File: src/rtl/auto_exposure_stepper_core_assert.svh
// assertion helpers for the exposure stepper core
`ifndef AUTO_EXPOSURE_STEPPER_CORE_ASSERT_SVH
`define AUTO_EXPOSURE_STEPPER_CORE_ASSERT_SVH

// same-cycle implication, checked out of reset
`define AESC_ASSERT_NOW(label, clk, rstn, ante, cons, msg) \
    label: assert property (@(posedge clk) disable iff (!(rstn)) (ante) |-> (cons)) \
        else $error(msg);

// next-cycle implication, checked out of reset
`define AESC_ASSERT_NXT(label, clk, rstn, ante, cons, msg) \
    label: assert property (@(posedge clk) disable iff (!(rstn)) (ante) |=> (cons)) \
        else $error(msg);

`endif

File: src/rtl/aes_pkg.sv
`timescale 1ns / 1ps
package aes_pkg;

    localparam int CHANNEL_BITS = 8;
    localparam int COUNT_BITS   = 28;
    localparam int SUM_BITS     = CHANNEL_BITS + COUNT_BITS;
    localparam int EXP_BITS     = 16;
    localparam int LIMIT_BITS   = 8;
    localparam int CFG_IDX_BITS = 3;

    localparam logic [COUNT_BITS-1:0] COUNT_MAX = {COUNT_BITS{1'b1}};

    // item kinds carried on s_tuser
    localparam logic OP_PIXEL  = 1'b0;
    localparam logic OP_ADJUST = 1'b1;

    // register indexes
    localparam logic [CFG_IDX_BITS-1:0] REG_ADJUST_STEP      = 3'd0;
    localparam logic [CFG_IDX_BITS-1:0] REG_EXPOSURE_FLOOR   = 3'd1;
    localparam logic [CFG_IDX_BITS-1:0] REG_EXPOSURE_CEILING = 3'd2;
    localparam logic [CFG_IDX_BITS-1:0] REG_BRIGHT_LIMIT     = 3'd3;
    localparam logic [CFG_IDX_BITS-1:0] REG_DARK_LIMIT       = 3'd4;
    localparam logic [CFG_IDX_BITS-1:0] REG_EXPOSURE_START   = 3'd5;

    // register reset values
    localparam logic [EXP_BITS-1:0]   RST_ADJUST_STEP      = 16'd1;
    localparam logic [EXP_BITS-1:0]   RST_EXPOSURE_FLOOR   = 16'd0;
    localparam logic [EXP_BITS-1:0]   RST_EXPOSURE_CEILING = 16'd65535;
    localparam logic [LIMIT_BITS-1:0] RST_BRIGHT_LIMIT     = 8'd160;
    localparam logic [LIMIT_BITS-1:0] RST_DARK_LIMIT       = 8'd96;
    localparam logic [EXP_BITS-1:0]   RST_EXPOSURE_START   = 16'd1000;

    // adjust decision handed from the compare stage to the exposure stage
    typedef struct packed {
        logic bright;
        logic dark;
    } decision_t;

endpackage

File: src/rtl/auto_exposure_stepper_core.sv
`timescale 1ns / 1ps
// an adjust item's result reaches m_tvalid through the input, compare and output registers
// throughput: one item per cycle, pixels and adjusts alike; the only stall is a held result
// pipeline: input register, compare register (max sum vs limit*count), output register
// reset (aresetn low, synchronous): sums and count cleared, restart pending,
// registers at their defaults, exposure loaded with exposure_start, all stages empty
module auto_exposure_stepper_core
    import aes_pkg::*;
(
    input  logic                    aclk,
    input  logic                    aresetn,

    // input stream
    input  logic                    s_tvalid,
    output logic                    s_tready,
    input  logic [23:0]             s_tdata,   // [7:0] chan_blue, [15:8] chan_green,
                                               // [23:16] chan_red
    input  logic                    s_tuser,   // [0] op

    // result stream
    output logic                    m_tvalid,
    input  logic                    m_tready,
    output logic [23:0]             m_tdata,   // [15:0] exposure_value, [16] changed,
                                               // [23:17] zero

    // register write channel
    input  logic                    cfg_valid,
    output logic                    cfg_ready,
    input  logic [CFG_IDX_BITS-1:0] cfg_index,
    input  logic [EXP_BITS-1:0]     cfg_data
);

`include "auto_exposure_stepper_core_assert.svh"

    // ------------------------------------------------------------------
    // configuration registers
    // ------------------------------------------------------------------
    logic [EXP_BITS-1:0]   adjust_step_reg;
    logic [EXP_BITS-1:0]   exposure_floor_reg;
    logic [EXP_BITS-1:0]   exposure_ceiling_reg;
    logic [LIMIT_BITS-1:0] bright_limit_reg;
    logic [LIMIT_BITS-1:0] dark_limit_reg;
    logic                  cfg_fire;

    // ------------------------------------------------------------------
    // pipeline registers
    // ------------------------------------------------------------------
    // input stage
    logic                    in_valid_reg;
    logic                    in_op_reg;
    logic [CHANNEL_BITS-1:0] in_blue_reg;
    logic [CHANNEL_BITS-1:0] in_green_reg;
    logic [CHANNEL_BITS-1:0] in_red_reg;

    // accumulation state
    logic [SUM_BITS-1:0]     sum_blue_reg;
    logic [SUM_BITS-1:0]     sum_green_reg;
    logic [SUM_BITS-1:0]     sum_red_reg;
    logic [COUNT_BITS-1:0]   pixel_count_reg;
    logic                    restart_pending_reg;

    // decision stage
    logic                    dec_valid_reg;
    decision_t               dec_reg;
    decision_t               dec_next;

    // exposure and output stage
    logic [EXP_BITS-1:0]     exposure_reg;
    logic [EXP_BITS-1:0]     exposure_next;
    logic                    changed_next;
    logic                    m_valid_reg;
    logic [EXP_BITS-1:0]     m_exposure_reg;
    logic                    m_changed_reg;

    // ------------------------------------------------------------------
    // flow control: pixels retire in the input stage, adjusts move on
    // ------------------------------------------------------------------
    logic out_free;
    logic dec_adv;
    logic in_is_pixel;
    logic in_adv;
    logic s_fire;

    assign out_free    = !m_valid_reg || m_tready;
    assign dec_adv     = !dec_valid_reg || out_free;
    assign in_is_pixel = (in_op_reg == OP_PIXEL);
    // the input stage empties when its item retires this cycle
    assign in_adv      = !in_valid_reg || in_is_pixel || dec_adv;
    assign s_tready    = in_adv;
    assign s_fire      = s_tvalid && s_tready;

    assign cfg_ready   = 1'b1;
    assign cfg_fire    = cfg_valid && cfg_ready;

    // ------------------------------------------------------------------
    // compare logic: brightest channel sum against limit * count
    // ------------------------------------------------------------------
    logic [SUM_BITS-1:0] peak_bg;
    logic [SUM_BITS-1:0] peak;
    logic [SUM_BITS-1:0] bright_bound;
    logic [SUM_BITS-1:0] dark_bound;

    always_comb begin
        peak_bg      = (sum_green_reg > sum_blue_reg) ? sum_green_reg : sum_blue_reg;
        peak         = (sum_red_reg > peak_bg) ? sum_red_reg : peak_bg;
        // 8 x 28 products fit the sum width exactly
        bright_bound = SUM_BITS'(bright_limit_reg) * SUM_BITS'(pixel_count_reg);
        dark_bound   = SUM_BITS'(dark_limit_reg) * SUM_BITS'(pixel_count_reg);
        dec_next.bright = (peak > bright_bound);
        dec_next.dark   = !dec_next.bright && (peak < dark_bound);
    end

    // ------------------------------------------------------------------
    // exposure step with clamping
    // ------------------------------------------------------------------
    logic [EXP_BITS-1:0] exp_down;
    logic [EXP_BITS:0]   exp_up;

    always_comb begin
        exp_down      = exposure_reg - adjust_step_reg;
        exp_up        = {1'b0, exposure_reg} + {1'b0, adjust_step_reg};
        exposure_next = exposure_reg;
        changed_next  = 1'b0;
        if (dec_reg.bright) begin
            // stepping down checks the floor only, also on underflow
            if (adjust_step_reg > exposure_reg || exp_down < exposure_floor_reg) begin
                exposure_next = exposure_floor_reg;
            end else begin
                exposure_next = exp_down;
            end
            changed_next = 1'b1;
        end else if (dec_reg.dark) begin
            // full-width sum so a large step never wraps past the ceiling
            if (exp_up > {1'b0, exposure_ceiling_reg}) begin
                exposure_next = exposure_ceiling_reg;
            end else begin
                exposure_next = exp_up[EXP_BITS-1:0];
            end
            changed_next = 1'b1;
        end
    end

    // ------------------------------------------------------------------
    // input stage
    // ------------------------------------------------------------------
    always_ff @(posedge aclk) begin
        if (!aresetn) begin
            in_valid_reg <= 1'b0;
        end else if (in_adv) begin
            in_valid_reg <= s_tvalid;
        end
    end

    always_ff @(posedge aclk) begin
        if (s_fire) begin
            in_op_reg    <= s_tuser;
            in_blue_reg  <= s_tdata[7:0];
            in_green_reg <= s_tdata[15:8];
            in_red_reg   <= s_tdata[23:16];
        end
    end

    // ------------------------------------------------------------------
    // accumulation: first pixel after an adjust restarts the run,
    // a full count freezes the sums until the next restart
    // ------------------------------------------------------------------
    always_ff @(posedge aclk) begin
        if (!aresetn) begin
            sum_blue_reg        <= '0;
            sum_green_reg       <= '0;
            sum_red_reg         <= '0;
            pixel_count_reg     <= '0;
            restart_pending_reg <= 1'b1;
        end else if (in_valid_reg) begin
            if (in_is_pixel) begin
                if (restart_pending_reg) begin
                    sum_blue_reg        <= SUM_BITS'(in_blue_reg);
                    sum_green_reg       <= SUM_BITS'(in_green_reg);
                    sum_red_reg         <= SUM_BITS'(in_red_reg);
                    pixel_count_reg     <= COUNT_BITS'(1);
                    restart_pending_reg <= 1'b0;
                end else if (pixel_count_reg < COUNT_MAX) begin
                    sum_blue_reg    <= sum_blue_reg + SUM_BITS'(in_blue_reg);
                    sum_green_reg   <= sum_green_reg + SUM_BITS'(in_green_reg);
                    sum_red_reg     <= sum_red_reg + SUM_BITS'(in_red_reg);
                    pixel_count_reg <= pixel_count_reg + COUNT_BITS'(1);
                end
            end else if (dec_adv) begin
                // adjust leaves the sums for a repeated compare
                restart_pending_reg <= 1'b1;
            end
        end
    end

    // ------------------------------------------------------------------
    // decision stage
    // ------------------------------------------------------------------
    always_ff @(posedge aclk) begin
        if (!aresetn) begin
            dec_valid_reg <= 1'b0;
        end else if (dec_adv) begin
            dec_valid_reg <= in_valid_reg && !in_is_pixel;
        end
    end

    always_ff @(posedge aclk) begin
        if (dec_adv && in_valid_reg && !in_is_pixel) begin
            dec_reg <= dec_next;
        end
    end

    // ------------------------------------------------------------------
    // exposure state and output register
    // ------------------------------------------------------------------
    always_ff @(posedge aclk) begin
        if (!aresetn) begin
            exposure_reg <= RST_EXPOSURE_START;
            m_valid_reg  <= 1'b0;
        end else begin
            if (dec_valid_reg && out_free) begin
                exposure_reg <= exposure_next;
                m_valid_reg  <= 1'b1;
            end else if (m_tready) begin
                m_valid_reg  <= 1'b0;
            end
            // start value reloads the exposure; the user must write it only while idle, the block does not enforce this
            if (cfg_fire && cfg_index == REG_EXPOSURE_START) begin
                exposure_reg <= cfg_data;
            end
        end
    end

    always_ff @(posedge aclk) begin
        if (dec_valid_reg && out_free) begin
            m_exposure_reg <= exposure_next;
            m_changed_reg  <= changed_next;
        end
    end

    assign m_tvalid = m_valid_reg;
    assign m_tdata  = {7'd0, m_changed_reg, m_exposure_reg};

    // ------------------------------------------------------------------
    // register writes; unknown indexes are dropped
    // ------------------------------------------------------------------
    always_ff @(posedge aclk) begin
        if (!aresetn) begin
            adjust_step_reg      <= RST_ADJUST_STEP;
            exposure_floor_reg   <= RST_EXPOSURE_FLOOR;
            exposure_ceiling_reg <= RST_EXPOSURE_CEILING;
            bright_limit_reg     <= RST_BRIGHT_LIMIT;
            dark_limit_reg       <= RST_DARK_LIMIT;
        end else if (cfg_fire) begin
            case (cfg_index)
                REG_ADJUST_STEP:      adjust_step_reg      <= cfg_data;
                REG_EXPOSURE_FLOOR:   exposure_floor_reg   <= cfg_data;
                REG_EXPOSURE_CEILING: exposure_ceiling_reg <= cfg_data;
                REG_BRIGHT_LIMIT:     bright_limit_reg     <= cfg_data[LIMIT_BITS-1:0];
                REG_DARK_LIMIT:       dark_limit_reg       <= cfg_data[LIMIT_BITS-1:0];
                REG_EXPOSURE_START: begin
                    // the start value goes straight into the live exposure
                end
                default: begin
                end
            endcase
        end
    end

    // ------------------------------------------------------------------
    // assertions
    // ------------------------------------------------------------------
    // an empty run never carries sums
    `AESC_ASSERT_NOW(a_empty_run_zero, aclk, aresetn, pixel_count_reg == '0, sum_blue_reg == '0 && sum_green_reg == '0 && sum_red_reg == '0, "sums nonzero with zero count")
    // bright and dark are exclusive
    `AESC_ASSERT_NOW(a_dec_exclusive, aclk, aresetn, dec_valid_reg, !(dec_reg.bright && dec_reg.dark), "bright and dark both set")
    // a decision blocked by a held result waits unchanged
    `AESC_ASSERT_NXT(a_dec_holds, aclk, aresetn, dec_valid_reg && !dec_adv, dec_valid_reg && $stable(dec_reg), "decision lost while stalled")

endmodule
File: config.mk
export PLATFORM = sky130hd
export DESIGN_NAME = auto_exposure_stepper_core
export DESIGN_NICKNAME = d
export VERILOG_FILES = /design/src/rtl/aes_pkg.sv /design/src/rtl/auto_exposure_stepper_core.sv
export VERILOG_INCLUDE_DIRS = /design/src /design/src/rtl
export SDC_FILE = /design/constraint.sdc
export NUM_CORES = 2
export LEC_CHECK = 0
export BUFFER_PORTS_ARGS = -buffer_cell sky130_fd_sc_hd__buf_2
export CORE_MARGIN = 5
export CORE_UTILIZATION = 55
export CTS_BUF_LIST = sky130_fd_sc_hd__clkbuf_16
export DETAILED_ROUTE_END_ITERATION = 8
export PLACE_DENSITY = 0.72
export SLEW_MARGIN = 20
export SYNTH_ARGS = -nofsm -noshare
export SYNTH_HDL_FRONTEND = slang
export SYNTH_SLANG_ARGS = --single-unit
File: constraint.sdc
create_clock -name aclk -period 8.8 [get_ports aclk]
set_clock_uncertainty 0.15 [all_clocks]
set_input_delay 1.32 -clock aclk [delete_from_list [all_inputs] [get_ports aclk]]
set_output_delay 1.32 -clock aclk [all_outputs]
set_load 0.05 [all_outputs]
Word-level counts from Yosys, hierarchy flattened
Index checks and enable logic that the tools add are counted.
- add/subtract/negate cells: 6
- multipliers: 2
- $lt $le $gt $ge: 8
- equality and inequality tests: 6
- multiplexer cells: 21
- bitwise logic cells: 1
- reductions and logical operators: 27
- operators by type and width (kind ; count):
    36-bit 2-to-1 mux ; 8
    36-bit by 8-bit adder with 36-bit output ; 3
    36-bit greater-than comparator ; 3
    16-bit 2-to-1 mux ; 6
    8-bit by 28-bit multiplier with 36-bit output ; 2
    28-bit 2-to-1 mux ; 2
    36-bit < comparator ; 1
    28-bit by 1-bit adder with 28-bit output, second input constant ; 1
    28-bit < comparator, second input constant ; 1
    16-bit by 16-bit adder with 17-bit output ; 1
    17-bit by 16-bit greater-than comparator with 1-bit output ; 1
    16-bit greater-than comparator ; 1
    16-bit < comparator ; 1
    16-bit subtractor ; 1
    2-bit AND reduction ; 6
    1-bit logical AND ; 7
    3-bit by 2-bit == test with 1-bit output, second input constant ; 2
    3-bit == test, second input constant ; 2
    2-bit nonzero test ; 3
    1-bit logical OR ; 5
    1-bit 2-to-1 mux ; 5
    1-bit logical NOT ; 4
    3-bit by 1-bit == test with 1-bit output, second input constant ; 1
    3-bit logical NOT ; 1
    3 further kinds ; 3
- register bits: 264
- logic and storage cells: 93

Depth between registers and ports, before layout
- depth after elaboration: 7
- depth in mapped cells: 35
- depth with buffers taken out: 31

Least setup slack after synthesis
OpenSTA, ideal clock, no wires.
- path kind: flip-flop to flip-flop
- start point: register pixel_count_reg[3]
- end point: register dec_reg[0] (netlist name), data pin
- setup time: 0.130 ns
- arrival: 6.305 ns
- path slack: 2.216 ns
- cell stages (with the launch flop): 28
- path buffers: 2
- cell sequence: dfxtp_1 > clkbuf_1 > clkbuf_1 > nand2_1 > fa_1 > inv_1 > fa_1 > fa_1 > fa_1 > ha_1 > a2111oi_2 > o21ai_1 > a41oi_2 > a311oi_1 > o41ai_2 > o22a_2 > o21ai_2 > nor4_1 > nor3_1 > ha_1 > a21o_1 > a21o_1 > a21oi_1 > o2111ai_1 > a21oi_1 > a211oi_1 > nor3_1 > o21a_1
- RTL lines (item ; line ; RTL):
    start, declared ; auto_exposure_stepper_core.sv:59 ; logic [COUNT_BITS-1:0] pixel_count_reg;
    start signal, assigned ; auto_exposure_stepper_core.sv:186 ; pixel_count_reg <= pixel_count_reg + COUNT_BITS'(1);
    end signal, assigned ; auto_exposure_stepper_core.sv:208 ; dec_reg <= dec_next;
    end, declared ; auto_exposure_stepper_core.sv:64 ; decision_t dec_reg;

==> results.py <==
metrics = {
    "timing": {
        "drv_slew": 0,
        "period_share": 0.873,
        "finalSetupTns_ns": 0,
        "holdWs_ns": 0.305,
        "worstMarginPinSlew_ns": 1.09,
        "finalHoldViolCount": 0,
        "final.min_clock_period_ns": 7.68,
        "max_clock_freq_mhz": 130,
        "setup_viol": 0,
        "slew_headroom": 0.269,
        "rsz0062_at_grt": "no",
    },
    "route": {
        "drc": 0,
        "firstDrtPassIters": 6,
        "wl_per_cell_um": 19.0,
        "via_per_inst": 5.77,
        "drt-total-wl_um": 86600,
        "drtIter0Drc": 1751,
        "via_count": 26280,
        "drtAntennaViolNets": 0,
    },
    "clocking": {
        "cts_root_buf": "clkbuf_16",
        "path_clk_slew_ns": 0.06,
        "post_cts_resized": 0,
        "clockBufferDepth": 3,
        "cts_tree": "yes",
        "worstSkewPairLatency_ns": 0.58,
        "cts_sinks": 264,
        "htreeDepth": 2,
        "post_cts.repair.setup_buffers": 0,
        "cts_hold_buf": 0,
        "cts-buffers-inserted": 34,
    },
    "layout": {
        "stdcell_count": 4557,
        "final_layout_size_suffix_gt1_frac": 0.0595,
        "multi_input_area_um2": 23400,
        "area_growth_pct": 6.45,
        "fillers": 5114,
        "final_nets": 4483,
        "ff_latch_area_um2": 5730,
    },
    "grt": {
        "grt_pass1_vias": 25725,
        "grt_pass1_wl_um": 139000,
        "antenna_found_initial": 1,
        "grt_overflow": 0,
        "grt.total_usage": 0.273,
        "grt_max_degree": 57,
    },
    "synth": {
        "syn_area_um2": 31500,
        "synth_seq_cells": 264,
        "ys_async_sr_fraction": 0,
        "yosysMostFrequentCell": "nand2_1",
        "ys_types": 91,
        "yosys.area.top_type_share": 0.201,
        "synth_cells": 3808,
        "syn_avg_cell_area_um2": 8.28,
        "ys_seq_area_frac": 0.182,
        "synth_ff_type": "dfxtp_1",
        "yosys_warnings": 0,
        "synth_edf_count": 44,
        "synth_top_area_cell": "fa_1",
        "synthTopCellsByCount": "nand2_1 (528), inv_1 (447), ha_1 (343)",
        "synthTopCellsByArea": "fa_1 (20%), dfxtp_1 (14%), ha_1 (14%)",
    },
    "pwr": {
        "power.switching_mw": 1.59,
        "power_frac_seq": 0.310,
        "leakage_nw": 16.2,
        "p_int_mw": 2.68,
        "power_frac_comb": 0.365,
        "p_per_area_nw_per_um2": 127,
        "ir_drop_mv": 0.167,
        "clkPwrFrac": 0.325,
        "p_sw_frac": 0.373,
    },
    "floorplan": {
        "start_util": 0.557,
        "num_rows": 87,
        "io_pins": 76,
        "dieArea_um2": 62200,
        "die_w_um": 249,
        "chipHeight_um": 249,
        "core_um2": 56600,
    },
    "worst_setup_path": {
        "crit_type": "reg -> reg",
        "worstPathRequired_ns": 9.10,
        "cp_max_fo": 41,
        "slowest_delay_ns": 0.65,
        "slowest_stage": "a21o_2",
        "critPathArrivalTime_ns": 7.99,
        "cp-end-kind": "flop",
        "cpMostUsedCell": "a21oi_1",
        "cp-start-kind": "flop",
    },
    "placement": {
        "gp_congestion": 0.936,
        "io_buffer_count": 67,
        "dp_hpwl_um": 65800,
        "post-place-cells": 4494,
    },
    "run": {
        "max-cap-violations": 0,
    },
    "hold_path": {
        "hold_class": "reg -> reg",
    },
    "outcome": {
        "status": "finished clean",
    },
}
==> worst max-delay path, delay by kind of cell (launching register included) <==
kind	cells	cell delay (ns)
adder cells (fa/ha/maj)	3	0.96
buffers and inverters	3	0.76
AO/OA/AOI/OAI	14	3.33
multiplexers	1	0.53
flip-flops	1	0.42
AND/OR/NAND/NOR	8	1.39
==> per-stage QoR <==
step                total power, mW  area [µm²]  setup WS (ns)   util
finish                         4.27       33600           1.12  0.593
global route                   4.53       33600          0.623  0.593
CTS                            4.27       33600          0.943  0.593
detailed placement             2.87       32500          0.992  0.574
global placement               2.85       32500           1.07  0.574
floorplan                      2.47       31600           2.22      -
==> cells by family (layout without fill, tap and decap cells) <==
| family | count (synthesis) | in the layout | synth area share |
|---|---|---|---|
| multiplexers | 56 | 56 | 0.0181 |
| other | 2 | 9 | 0.000238 |
| buffers and inverters | 643 | 629 | 0.0789 |
| adder cells (fa/ha/maj) | 660 | 660 | 0.337 |
| XOR/XNOR | 195 | 195 | 0.0542 |
| AND/OR/NAND/NOR | 1312 | 1312 | 0.196 |
| flip-flops | 264 | 264 | 0.182 |
| AO/OA/AOI/OAI | 676 | 676 | 0.134 |
==> power by group through the flow <==
| stage | clock [mW] | combinational (mW) | sequential (mW) |
|---|---|---|---|
| final | 1.39 | 1.56 | 1.32 |
| after global routing | 1.47 | 1.74 | 1.33 |
| after CTS | 1.41 | 1.53 | 1.32 |
| after detailed placement | 0 | 1.52 | 1.35 |
| after global placement | 0 | 1.50 | 1.35 |
| after floorplan | 0 | 1.13 | 1.34 |
==> cell usage in the layout, fill, tap and decap left out, types with 14 or more instances in the layout <==
master     count
a211oi_1      20
nand2b_1      27
clkbuf_16     34
edfxtp_1      44
o21bai_1      14
o21ai_1       15
fa_1         317
ha_1         343
nor2b_1       32
dfxtp_1      217
o21a_1        17
a21oi_1      279
a21o_1        90
nand2_1      527
o21ai_0      107
xnor2_1      113
buf_2         67
mux2i_1       50
o211ai_1      38
nand4_1       60
inv_1        450
and2_1       196
and3_1        25
nor3_1        36
buf_4         49
nand3_1       61
xor2_1        82
or3_1         17
nor2_1       282
==> routing by layer <==
metal  track usage  vias to the layer above  routed length, µm
met3        0.0422                      166               6530
met1         0.372                    12711              36900
met5             0                        -                 13
met2         0.453                      951              40400
li1              -                    12450                  -
met4        0.0798                        2               2730
==> area by class of cell <==
class	instances	share of cell area
multi-input combinational	2907	0.697
clock buffer	34	0.0253
tap	756	0.0282
clock inverter	28	0.00745
antenna	1	0.0000745
timing repair buffer	116	0.0209
inverter	451	0.0504
sequential	264	0.171
==> final timing paths <==
| check | startpoint | endpoint | slack, ns | cells past startpoint |
|---|---|---|---|---|
| hold reg to reg | exposure_floor_reg[7] | exposure_floor_reg[7] | 0.30 | 2 |
| hold / removal | exposure_floor_reg[7] | exposure_floor_reg[7] | 0.30 | 2 |
| setup / recovery | sum_blue_reg[28] | dec_reg[0] | 1.12 | 29 |
| setup reg to reg | sum_blue_reg[28] | dec_reg[0] | 1.12 | 29 |
Power figures use the tool's default switching activity.
